===== src/sv/esc_pkg.sv =====
// shared types and constants for the epoch seconds to calendar converter
// no dependencies
package esc_pkg;

   localparam int SecsPerMinute = 60;
   localparam int SecsPerHour   = 3600;
   localparam int SecsPerDay    = 86400;
   localparam int ZoneOffset    = 8 * SecsPerHour;
   localparam int EpochYear     = 1970;

   localparam int InWidth     = 31;
   localparam int TimeWidth   = 32;
   localparam int YearWidth   = 11;
   localparam int MonthWidth  = 4;
   localparam int DayWidth    = 5;
   localparam int HourWidth   = 5;
   localparam int MinuteWidth = 6;
   localparam int SecondWidth = 6;
   localparam int Cnt100Width = 7;
   localparam int Cnt400Width = 9;

   localparam logic [TimeWidth-1:0] CommonYearSecs = TimeWidth'(365 * SecsPerDay);
   localparam logic [TimeWidth-1:0] LeapYearSecs   = TimeWidth'(366 * SecsPerDay);
   localparam logic [TimeWidth-1:0] DaySecs        = TimeWidth'(SecsPerDay);
   localparam logic [TimeWidth-1:0] HourSecs       = TimeWidth'(SecsPerHour);
   localparam logic [TimeWidth-1:0] MinuteSecs     = TimeWidth'(SecsPerMinute);
   localparam logic [TimeWidth-1:0] ZoneSecs       = TimeWidth'(ZoneOffset);

   localparam logic [YearWidth-1:0]   YearStart   = YearWidth'(EpochYear);
   localparam logic [Cnt100Width-1:0] Cnt100Start = Cnt100Width'(EpochYear % 100);
   localparam logic [Cnt400Width-1:0] Cnt400Start = Cnt400Width'(EpochYear % 400);
   localparam logic [Cnt100Width-1:0] Cnt100Last  = Cnt100Width'(99);
   localparam logic [Cnt400Width-1:0] Cnt400Last  = Cnt400Width'(399);

   localparam logic [MonthWidth-1:0] MonthJan = 4'd0;
   localparam logic [MonthWidth-1:0] MonthFeb = 4'd1;
   localparam logic [MonthWidth-1:0] MonthApr = 4'd3;
   localparam logic [MonthWidth-1:0] MonthJun = 4'd5;
   localparam logic [MonthWidth-1:0] MonthSep = 4'd8;
   localparam logic [MonthWidth-1:0] MonthNov = 4'd10;
   localparam logic [MonthWidth-1:0] MonthDec = 4'd11;

   typedef enum logic [2:0] {
      PH_YEAR   = 3'd0,
      PH_MONTH  = 3'd1,
      PH_DAY    = 3'd2,
      PH_HOUR   = 3'd3,
      PH_MINUTE = 3'd4
   } phase_type;

   typedef struct packed {
      logic      load;
      logic      step;
      logic      publish;
      phase_type phase;
   } cmd_type;

   typedef struct packed {
      logic ge;
      logic month_last;
   } status_type;

   // month length in seconds, month index from zero
   function automatic logic [TimeWidth-1:0] month_secs(input logic [MonthWidth-1:0] month,
                                                      input logic leap);
      logic [TimeWidth-1:0] secs;
      secs = TimeWidth'(31 * SecsPerDay);
      case (month)
         MonthFeb: begin
            secs = leap ? TimeWidth'(29 * SecsPerDay) : TimeWidth'(28 * SecsPerDay);
         end
         MonthApr, MonthJun, MonthSep, MonthNov: begin
            secs = TimeWidth'(30 * SecsPerDay);
         end
         default: begin
            secs = TimeWidth'(31 * SecsPerDay);
         end
      endcase
      return secs;
   endfunction

endpackage


===== src/sv/epoch_seconds_to_calendar.sv =====
// epoch_seconds_to_calendar: seconds since 1970-01-01 00:00:00 utc to the
// calendar date and time at utc plus eight hours
// top level; depends on esc_pkg, esc_ctrl and esc_datapath
//
// req_ channel takes one 31-bit seconds count per transaction; rsp_ channel
// returns year, month, day, hour, minute and second, one result per request.
// the conversion subtracts whole years, months, days, hours and minutes from
// the remaining time, one unit per cycle, through a single compare-subtract
// unit. the next request can be taken in the cycle after the result is
// published. one request is converted at a time; req_ready is high only
// while idle. the result sits in an output register, so the next request
// is taken while a finished result still waits; if rsp_ready stays low the
// next conversion stops at its end until the register frees up.
// reset returns the controller to idle and drops rsp_valid; there is no other
// state to clear.
module epoch_seconds_to_calendar
   import esc_pkg::*;
(
   input  logic                   clock,
   input  logic                   reset,
   input  logic                   req_valid,
   output logic                   req_ready,
   input  logic [InWidth-1:0]     req_epoch_seconds,
   output logic                   rsp_valid,
   input  logic                   rsp_ready,
   output logic [YearWidth-1:0]   rsp_cal_year,
   output logic [MonthWidth-1:0]  rsp_cal_month,
   output logic [DayWidth-1:0]    rsp_cal_day,
   output logic [HourWidth-1:0]   rsp_cal_hour,
   output logic [MinuteWidth-1:0] rsp_cal_minute,
   output logic [SecondWidth-1:0] rsp_cal_second
);

   cmd_type    cmd;
   status_type status;

   esc_ctrl u_ctrl (
      .clock     (clock),
      .reset     (reset),
      .req_valid (req_valid),
      .req_ready (req_ready),
      .rsp_valid (rsp_valid),
      .rsp_ready (rsp_ready),
      .status    (status),
      .cmd       (cmd)
   );

   esc_datapath u_datapath (
      .clock             (clock),
      .req_epoch_seconds (req_epoch_seconds),
      .cmd               (cmd),
      .status            (status),
      .rsp_cal_year      (rsp_cal_year),
      .rsp_cal_month     (rsp_cal_month),
      .rsp_cal_day       (rsp_cal_day),
      .rsp_cal_hour      (rsp_cal_hour),
      .rsp_cal_minute    (rsp_cal_minute),
      .rsp_cal_second    (rsp_cal_second)
   );

endmodule


===== src/sv/esc_datapath.sv =====
// datapath of the epoch seconds converter: remaining-time register, field counters
// and result registers; depends on esc_pkg, driven by esc_ctrl commands
module esc_datapath
   import esc_pkg::*;
(
   input  logic                   clock,
   input  logic [InWidth-1:0]     req_epoch_seconds,
   input  cmd_type                cmd,
   output status_type             status,
   output logic [YearWidth-1:0]   rsp_cal_year,
   output logic [MonthWidth-1:0]  rsp_cal_month,
   output logic [DayWidth-1:0]    rsp_cal_day,
   output logic [HourWidth-1:0]   rsp_cal_hour,
   output logic [MinuteWidth-1:0] rsp_cal_minute,
   output logic [SecondWidth-1:0] rsp_cal_second
);

   logic [TimeWidth-1:0]   t_ff, t_in;
   logic [YearWidth-1:0]   year_ff, year_in;
   logic [Cnt100Width-1:0] c100_ff, c100_in;
   logic [Cnt400Width-1:0] c400_ff, c400_in;
   logic [MonthWidth-1:0]  month_ff, month_in;
   logic [DayWidth-1:0]    day_ff, day_in;
   logic [HourWidth-1:0]   hour_ff, hour_in;
   logic [MinuteWidth-1:0] minute_ff, minute_in;

   logic [YearWidth-1:0]   out_year_ff, out_year_in;
   logic [MonthWidth-1:0]  out_month_ff, out_month_in;
   logic [DayWidth-1:0]    out_day_ff, out_day_in;
   logic [HourWidth-1:0]   out_hour_ff, out_hour_in;
   logic [MinuteWidth-1:0] out_minute_ff, out_minute_in;
   logic [SecondWidth-1:0] out_second_ff, out_second_in;

   logic                 leap;
   logic [TimeWidth-1:0] unit;

   // 4/100/400 rule from the low year bits and the two wrap counters
   assign leap = ((year_ff[1:0] == 2'd0) && (c100_ff != '0)) || (c400_ff == '0);

   always_comb begin
      case (cmd.phase)
         PH_YEAR:   unit = leap ? LeapYearSecs : CommonYearSecs;
         PH_MONTH:  unit = month_secs(month_ff, leap);
         PH_DAY:    unit = DaySecs;
         PH_HOUR:   unit = HourSecs;
         PH_MINUTE: unit = MinuteSecs;
         default:   unit = MinuteSecs;
      endcase
   end

   assign status.ge         = (t_ff >= unit);
   assign status.month_last = (month_ff == MonthDec);

   always_comb begin
      t_in      = t_ff;
      year_in   = year_ff;
      c100_in   = c100_ff;
      c400_in   = c400_ff;
      month_in  = month_ff;
      day_in    = day_ff;
      hour_in   = hour_ff;
      minute_in = minute_ff;
      if (cmd.load) begin
         t_in      = TimeWidth'(req_epoch_seconds) + ZoneSecs;
         year_in   = YearStart;
         c100_in   = Cnt100Start;
         c400_in   = Cnt400Start;
         month_in  = MonthJan;
         day_in    = '0;
         hour_in   = '0;
         minute_in = '0;
      end else if (cmd.step) begin
         t_in = t_ff - unit;
         case (cmd.phase)
            PH_YEAR: begin
               year_in = year_ff + 1'b1;
               c100_in = (c100_ff == Cnt100Last) ? '0 : c100_ff + 1'b1;
               c400_in = (c400_ff == Cnt400Last) ? '0 : c400_ff + 1'b1;
            end
            PH_MONTH:  month_in  = month_ff + 1'b1;
            PH_DAY:    day_in    = day_ff + 1'b1;
            PH_HOUR:   hour_in   = hour_ff + 1'b1;
            PH_MINUTE: minute_in = minute_ff + 1'b1;
            default:   t_in      = t_ff;
         endcase
      end
   end

   always_comb begin
      out_year_in   = out_year_ff;
      out_month_in  = out_month_ff;
      out_day_in    = out_day_ff;
      out_hour_in   = out_hour_ff;
      out_minute_in = out_minute_ff;
      out_second_in = out_second_ff;
      if (cmd.publish) begin
         out_year_in   = year_ff;
         out_month_in  = month_ff + 1'b1;
         out_day_in    = day_ff + 1'b1;
         out_hour_in   = hour_ff;
         out_minute_in = minute_ff;
         // after the minute phase less than a minute is left
         out_second_in = t_ff[SecondWidth-1:0];
      end
   end

   always_ff @(posedge clock) begin
      t_ff          <= t_in;
      year_ff       <= year_in;
      c100_ff       <= c100_in;
      c400_ff       <= c400_in;
      month_ff      <= month_in;
      day_ff        <= day_in;
      hour_ff       <= hour_in;
      minute_ff     <= minute_in;
      out_year_ff   <= out_year_in;
      out_month_ff  <= out_month_in;
      out_day_ff    <= out_day_in;
      out_hour_ff   <= out_hour_in;
      out_minute_ff <= out_minute_in;
      out_second_ff <= out_second_in;
   end

   assign rsp_cal_year   = out_year_ff;
   assign rsp_cal_month  = out_month_ff;
   assign rsp_cal_day    = out_day_ff;
   assign rsp_cal_hour   = out_hour_ff;
   assign rsp_cal_minute = out_minute_ff;
   assign rsp_cal_second = out_second_ff;

endmodule


===== src/sv/esc_ctrl.sv =====
// controller of the epoch seconds converter: phase sequencing and handshakes
// depends on esc_pkg; commands esc_datapath
module esc_ctrl
   import esc_pkg::*;
(
   input  logic       clock,
   input  logic       reset,
   input  logic       req_valid,
   output logic       req_ready,
   output logic       rsp_valid,
   input  logic       rsp_ready,
   input  status_type status,
   output cmd_type    cmd
);

   typedef enum logic [6:0] {
      ST_IDLE   = 7'b0000001,
      ST_YEAR   = 7'b0000010,
      ST_MONTH  = 7'b0000100,
      ST_DAY    = 7'b0001000,
      ST_HOUR   = 7'b0010000,
      ST_MINUTE = 7'b0100000,
      ST_FIN    = 7'b1000000
   } state_type;

   state_type state_ff, state_in;
   logic      out_valid_ff, out_valid_in;

   always_comb begin
      state_in    = state_ff;
      cmd.load    = 1'b0;
      cmd.step    = 1'b0;
      cmd.publish = 1'b0;
      cmd.phase   = PH_YEAR;
      case (state_ff)
         ST_IDLE: begin
            if (req_valid) begin
               cmd.load = 1'b1;
               state_in = ST_YEAR;
            end
         end
         ST_YEAR: begin
            cmd.phase = PH_YEAR;
            if (status.ge) cmd.step = 1'b1;
            else state_in = ST_MONTH;
         end
         ST_MONTH: begin
            cmd.phase = PH_MONTH;
            // december takes whatever is left
            if (status.ge && !status.month_last) cmd.step = 1'b1;
            else state_in = ST_DAY;
         end
         ST_DAY: begin
            cmd.phase = PH_DAY;
            if (status.ge) cmd.step = 1'b1;
            else state_in = ST_HOUR;
         end
         ST_HOUR: begin
            cmd.phase = PH_HOUR;
            if (status.ge) cmd.step = 1'b1;
            else state_in = ST_MINUTE;
         end
         ST_MINUTE: begin
            cmd.phase = PH_MINUTE;
            if (status.ge) cmd.step = 1'b1;
            else state_in = ST_FIN;
         end
         ST_FIN: begin
            // wait for the result register to free up
            if (!out_valid_ff || rsp_ready) begin
               cmd.publish = 1'b1;
               state_in    = ST_IDLE;
            end
         end
         default: state_in = ST_IDLE;
      endcase
   end

   assign out_valid_in = cmd.publish | (out_valid_ff & ~rsp_ready);

   always_ff @(posedge clock) begin
      if (reset) begin
         state_ff     <= ST_IDLE;
         out_valid_ff <= 1'b0;
      end else begin
         state_ff     <= state_in;
         out_valid_ff <= out_valid_in;
      end
   end

   assign req_ready = (state_ff == ST_IDLE);
   assign rsp_valid = out_valid_ff;

   a_accept_starts_year: assert property (@(posedge clock) disable iff (reset)
      req_valid && req_ready |=> state_ff == ST_YEAR)
      else $error("accepted transaction did not start the year phase");

   a_publish_shows_result: assert property (@(posedge clock) disable iff (reset)
      cmd.publish |=> rsp_valid)
      else $error("published result not offered");

   a_fin_holds_on_stall: assert property (@(posedge clock) disable iff (reset)
      state_ff == ST_FIN && rsp_valid && !rsp_ready |=> state_ff == ST_FIN)
      else $error("result register overwritten while stalled");

   a_december_ends_months: assert property (@(posedge clock) disable iff (reset)
      state_ff == ST_MONTH && status.month_last |=> state_ff == ST_DAY)
      else $error("month phase ran past december");

endmodule


===== config.mk =====
export PLATFORM = sky130hd
export DESIGN_NAME = epoch_seconds_to_calendar
export DESIGN_NICKNAME = d
export VERILOG_FILES = /design/src/sv/esc_pkg.sv /design/src/sv/epoch_seconds_to_calendar.sv /design/src/sv/esc_datapath.sv /design/src/sv/esc_ctrl.sv
export SDC_FILE = /design/constraint.sdc
export NUM_CORES = 1
export LEC_CHECK = 0
export BUFFER_PORTS_ARGS = -buffer_cell sky130_fd_sc_hd__buf_2
export CORE_ASPECT_RATIO = 1.75
export CORE_UTILIZATION = 44
export CTS_CLUSTER_SIZE = 25
export DETAILED_ROUTE_END_ITERATION = 8
export PLACE_DENSITY_LB_ADDON = 0.2
export SETUP_SLACK_MARGIN = 0.1
export SYNTH_ARGS = -nofsm -noshare
export SYNTH_HDL_FRONTEND = slang
export SYNTH_SLANG_ARGS = --single-unit

===== constraint.sdc =====
create_clock -name clock -period 11.3 [get_ports clock]
set_input_delay 0.565 -clock clock [delete_from_list [all_inputs] [get_ports clock]]
set_output_delay 0.565 -clock clock [all_outputs]
set_load 0.05 [all_outputs]

==> results_dict.tcl, run 1 <==
set metrics [dict create \
    clockBufferDepth 2 \
    cp.arrival_ns 4.84 \
    wl_met1_mm 6.48 \
    setup_tns_ns 0 \
    post_cts_buffers 0 \
    yosysTopAreaCell "edfxtp_1" \
    muxShareOfSynthArea_pct 0.564 \
    initialDrtViolationCount 307 \
    firstDrtPassIters 8 \
    core_um2 15800 \
    rsz0062_at_grt "false" \
    fin_area_um2 8210 \
    violations "DRC" \
    preCtsSetupSlack_ns 6.75 \
    gp_congestion 0.878 \
    grt.overflow.total 0 \
    yosysTopAreaCellShare_pct 29.2 \
    status "finished, violations left" \
    slew_headroom_pct 34.9 \
    routedWlPerCell_um 15.5 \
    syn_area_um2 7090 \
    synth_fp_nets 811 \
    num_vias 5612 \
    postSynthCellCount 740 \
    syn_avg_cell_area_um2 9.59 \
    synth_top_family_by_area "simple AND/OR/NAND/NOR gates" \
    peakVddDrop_mv 0.0834 \
    hold_violations 0 \
    powerDensity_nw_per_um2 180 \
    pin_count 74 \
    cts-root-buf "clkbuf_16" \
    finalNonFillerCells 1011 \
    critPathMaxFanout 16 \
    grt_pass1_vias 5398 \
    die_x_um 98.0 \
    die_h_um 170 \
    path_class "flop to flop" \
    grt_pass1_wl_mm 26.1 \
    startpoint_type "flop" \
    maxCapViolations 0 \
    grt_max_degree 70 \
    worstSkewPairLatency_ns 0.42 \
    num_antenna_cells 0 \
    holdBufCountCts 0 \
    cts_max_level 4 \
    cts_buffers 17 \
    met3_length_um 484 \
    setup_ws_ns 6.75 \
    fin_crit_sh_pct 40.3 \
    synth_adder_area_share_pct 6.46 \
    place_area_um2 7600 \
    worst_pin_slew_ns 0.963 \
    routed_wl_mm 15.7 \
    synth.yosys.seq_area_share_pct 44.7 \
    wl_met2_mm 8.44 \
    layout_min_cycle_time_ns 4.55 \
    synth_cell_type_count 74 \
    synthTopCellsByCount "nor2_1 (88), nand2_1 (70), edfxtp_1 (69)" \
    cts.sinks 124 \
    area_growth_pct 15.8 \
    fp.dieArea_um2 16700 \
    cts_resized 0 \
    cts_tree "built" \
    async_flop_share_pct 0 \
    setup_violations 0 \
    rows 61 \
    dp_cells 979 \
    synth-edff-count 69 \
    synthSimpleGateAreaFrac_pct 21.2 \
    cts.clk_slew.worst_paths_ns 0.06 \
    fin_nets 880 \
    endpoint_kind "flop" \
    synthTopCellsByArea "edfxtp_1 (29%), dfxtp_1 (16%), ha_1 (6.2%)" \
    clock_skew_ns 0.0118 \
    timing.fmax_ghz 0.220 \
    worst_hold_slack_ns 0.440 \
    synth_ff_type "edfxtp_1" \
    yosys_warnings 0 \
    drive_gt1_share_pct 16.8 \
    highest_layer "met4" \
    drtAntennaViolNets 0 \
    drc 7 \
    vias_per_cell 5.55 \
    hold_class "input pin to flop" \
    synth_compound_area_share_pct 14.7 \
    p_leak_nw 3.14 \
    synthMostInstantiatedCell "nor2_1" \
    antenna_found_initial 0 \
    numPortBuffers 73 \
    synth_seq_cells 124 \
    slew_violations 0 \
    start_util_pct 44.9 \
    detailed_place_hpwl_mm 11.4 \
    synth-xor-area-share_pct 9.14 \
    worstPathRequired_ns 11.58 \
    grt.total_usage_pct 19.6 \
]
-- metrics by stage --
step	utilization (%)	power [mW]
after CTS	52.0	1.49
after global placement	48.1	0.918
after detailed placement	48.1	0.922
final	52.0	1.48
after global routing	52.0	1.56
after floorplan	-	0.836
-- sequential cells by signal (all words and copies together) (netlist names) --
name and count:
u_datapath.rsp_cal_day 5, u_datapath.rsp_cal_hour 5, u_datapath.minute_ff 6, u_datapath.day_ff 5, u_datapath.rsp_cal_month 4, u_datapath.c400_ff 9
u_datapath.rsp_cal_minute 6, u_datapath.t_ff 32, u_datapath.rsp_cal_second 6, u_ctrl.state_ff 7, u_datapath.month_ff 4, u_datapath.rsp_cal_year 11
u_ctrl.rsp_valid 1, u_datapath.hour_ff 5, u_datapath.c100_ff 7, u_datapath.year_ff 11
-- final cells by class --
type / instances / area (um2)
Tap cell: 189 / 236
Inverter: 25 / 93.8
Fill cell: 1452 / 7580
Multi-Input combinational cell: 564 / 3700
Clock inverter: 10 / 126
Sequential cell: 124 / 3170
Timing Repair Buffer: 77 / 395
Clock buffer: 22 / 485
-- logic make-up (layout without fill, tap and decap cells) --
group | after synthesis | count (layout)
buffers and inverters | 52 | 134
flip-flops | 124 | 124
adder cells (fa/ha/maj) | 36 | 36
AND/OR/NAND/NOR | 298 | 298
multiplexers | 4 | 4
XOR/XNOR | 74 | 74
AO/OA/AOI/OAI | 152 | 152
-- layer usage --
metal | global-route usage [%] | up-vias
li1 | - | 2827
met1 | 22.1 | 2653
met2 | 36.5 | 109
met3 | 3.33 | 23
met4 | 7.58 | 0
met5 | 0 | -
-- worst max-delay path: stages, from the launching register on --
cell	delay, ns
dfxtp_1	0.37
nor3_2	0.35
nand4b_1	0.35
nand2_1	0.31
nor2_1	0.11
a21oi_1	0.20
nor3b_1	0.32
ha_1	0.22
nor4bb_1	0.30
nand3_1	0.18
or4_4	0.46
a31oi_4	0.31
o21ai_4	0.18
nor4_1	0.52
xnor2_1	0.17
nor2_1	0.05
-- layout by cell type (no fill, tap or decap), drive strengths merged, types with 4 or more instances in the layout --
cell     n
a211oi   9
a21oi   49
a31oi    5
and2     5
and3    10
and4     4
buf     77
clkbuf  22
dfxtp   55
edfxtp  69
ha      35
inv     30
mux2i    4
nand2   70
nand2b   5
nand3   29
nand3b   5
nand4   14
nand4b   5
nor2    88
nor2b    8
nor3    20
nor4    10
o211ai   8
o21a    10
o21ai   38
o31ai    4
or3      7
or4      4
xnor2   46
xor2    28
-- path summary, 6_finish.rpt --
check	slack (ns)	cells past startpoint	endpoint	startpoint
worst max-delay path	6.75	15	u_datapath.minute_ff[5]	u_ctrl.state_ff[3]
worst min-delay path	0.44	2	u_ctrl.state_ff[2]	reset
worst max register to register	6.75	15	u_datapath.minute_ff[5]	u_ctrl.state_ff[3]
worst min register to register	0.47	0	u_datapath.rsp_cal_minute[5]	u_datapath.minute_ff[5]
-- power breakdown --
group	internal, mW	switching, mW
clock	0.354	0.214
combinational	0.144	0.216
sequential	0.528	0.0252
(Power assumes the default switching activity.)
==> inputs of run 2 (changes only) <==
==> constraint.sdc (replaced) <==
create_clock -name clock -period 4.05 [get_ports clock]
set_input_delay 0.2025 -clock clock [delete_from_list [all_inputs] [get_ports clock]]
set_output_delay 0.2025 -clock clock [all_outputs]
set_load 0.05 [all_outputs]
==> results_dict.tcl, run 2 (synthesized netlist as in run 1, its figures left out) <==
set metrics [dict create \
    status "finished, violations left" \
    violations "DRC" \
    powerDensity_nw_per_um2 478 \
    area_growth_pct 26.1 \
    rows 61 \
    grt.overflow.total 0 \
    cts.sinks 124 \
    fin_nets 927 \
    hold_violations 0 \
    clock_skew_ns 0.0103 \
    initialDrtViolationCount 316 \
    cp.arrival_ns 3.96 \
    peakVddDrop_mv 0.288 \
    drtAntennaViolNets 0 \
    worstSkewPairLatency_ns 0.42 \
    start_util_pct 44.9 \
    vias_per_cell 5.62 \
    grt.total_usage_pct 20.6 \
    worst_hold_slack_ns 0.0823 \
    fp.dieArea_um2 16700 \
    setup_ws_ns 0.234 \
    place_area_um2 7870 \
    regMostFlops "u_datapath.t_ff" \
    preCtsSetupSlack_ns -0.216 \
    worstPathRequired_ns 4.19 \
    core_um2 15800 \
    finalNonFillerCells 1058 \
    seqCellArea_um2 3190 \
    grt_pass1_wl_mm 27.2 \
    cts.clk_slew.worst_paths_ns 0.06 \
    largest_reg_flops 32 \
    p_int_mw 2.88 \
    swShare_pct 32.7 \
    die_x_um 98.0 \
    maxCapViolations 0 \
    path_class "flop to flop" \
    routedWlPerCell_um 16.2 \
    die_h_um 170 \
    endpoint_kind "flop" \
    detailed_place_hpwl_mm 12.1 \
    gp_congestion 0.860 \
    hold_class "input pin to flop" \
    rsz0062_at_grt "true" \
    num_vias 5943 \
    n_fill_cell 1351 \
    setup_violations 0 \
    worst_pin_slew_ns 0.985 \
    firstDrtPassIters 7 \
    combPwrFrac_pct 28.3 \
    layout_min_cycle_time_ns 3.82 \
    drive_gt1_share_pct 27.7 \
    slew_headroom_pct 34.2 \
    p_clk_share_pct 35.7 \
    holdBufCountCts 0 \
    dp_cells 1012 \
    pin_count 74 \
    p_sw_mw 1.40 \
    drc 10 \
    startpoint_type "flop" \
    fin_crit_sh_pct 94.2 \
    pwr-share-seq_pct 36.0 \
    grt_pass1_vias 5806 \
    multi_input_area_um2 4060 \
    cts_buffers 17 \
    critical-path-slowest-cell "or3b_4" \
    p_leak_nw 3.42 \
    critPathMaxStageDelay_ns 0.42 \
    num_antenna_cells 0 \
    grt_max_degree 45 \
    cts_max_level 4 \
    critPathMaxFanout 5 \
    antenna_found_initial 0 \
    path_cells "inv_1 > ha_2 > or3b_4 > nor2_2 > nor2_1 > nor3_2 > buf_4 > ha_1 > a21oi_2 > o211ai_1 > or2_2 > o221ai_4 > a41oi_4 > a2111oi_4 > xnor2_1 > a21oi_1" \
    final_common_cell "nor2_1" \
    routed_wl_mm 17.2 \
    numPortBuffers 73 \
    cts-root-buf "clkbuf_16" \
    clockBufferDepth 2 \
    cts_tree "built" \
    fin_area_um2 8950 \
    slew_violations 0 \
    most-common-layout-cells "nor2_1 (81), buf_2 (73), edfxtp_1 (69), nand2_1 (63), buf_4 (48)" \
    timing.fmax_ghz 0.262 \
]
run 2: cell types whose count changed in the layout (fill, tap and decap cells not counted), moves of 7 or more:
cell / change
buf_4: +44
dfxtp_1: -9
nand2_1: -7
nor2_1: -7
run 2: final timing paths:
check	from	to	slack [ns]	cells past startpoint
min	reset	u_ctrl.state_ff[2]	0.08	2
max reg2reg	u_datapath.month_ff[1]	u_datapath.t_ff[29]	0.23	16
max	u_datapath.month_ff[1]	u_datapath.t_ff[29]	0.23	16
min reg2reg	u_datapath.year_ff[10]	u_datapath.rsp_cal_year[10]	0.46	0
run 2: routing by layer:
metal	wire (um)	global-route usage, %	share of wire, %	vias up
met5	0	0	0	-
met4	393	9.16	2.3	0
met3	557	3.66	3.2	31
met2	9530	39.7	56	129
met1	6670	21.4	39	2851
li1	-	-	-	2932
run 2: through the flow:
step	setup TNS (ns)	util (%)	power, mW
floorplan	0	-	2.33
global placement	-3.22	49.8	2.61
CTS	0	54.9	4.21
global route	0	56.6	4.50
finish	0	56.6	4.28
detailed placement	-4.21	49.8	2.63
run 2: final cells by class:
type	count	area share [%]
well taps	189	2.64
clock buffers	17	4.75
clock inverters	15	1.93
repair buffers	123	8.56
flip-flops and latches	124	35.7
inverters	25	1.08
multi-input cells	565	45.3
run 2: worst max-delay path: cells and delay by family, from the launching register on:
kind                     cells  cell delay (ns)
AO/OA/AOI/OAI                6             1.26
AND/OR/NAND/NOR              5             1.12
adder cells (fa/ha/maj)      2             0.44
flip-flops                   1             0.36
buffers and inverters        2             0.22
XOR/XNOR                     1             0.15
run 2: what timing repair did:
item	4_1_cts	5_1_grt
gates cloned	1	0
hold endpoints to repair	0	0
buffers inserted	3	10
pin swaps	7	30
gates resized for setup	30	54
endpoints found under the setup margin	88	94
run 2: power by group through the flow:
stage | Combinational (mW) | Sequential [mW] | Clock, mW
global placement | 1.05 | 1.56 | 0
finish | 1.21 | 1.54 | 1.53
CTS | 1.12 | 1.54 | 1.55
global route | 1.33 | 1.55 | 1.62
floorplan | 0.792 | 1.54 | 0
detailed placement | 1.07 | 1.56 | 0
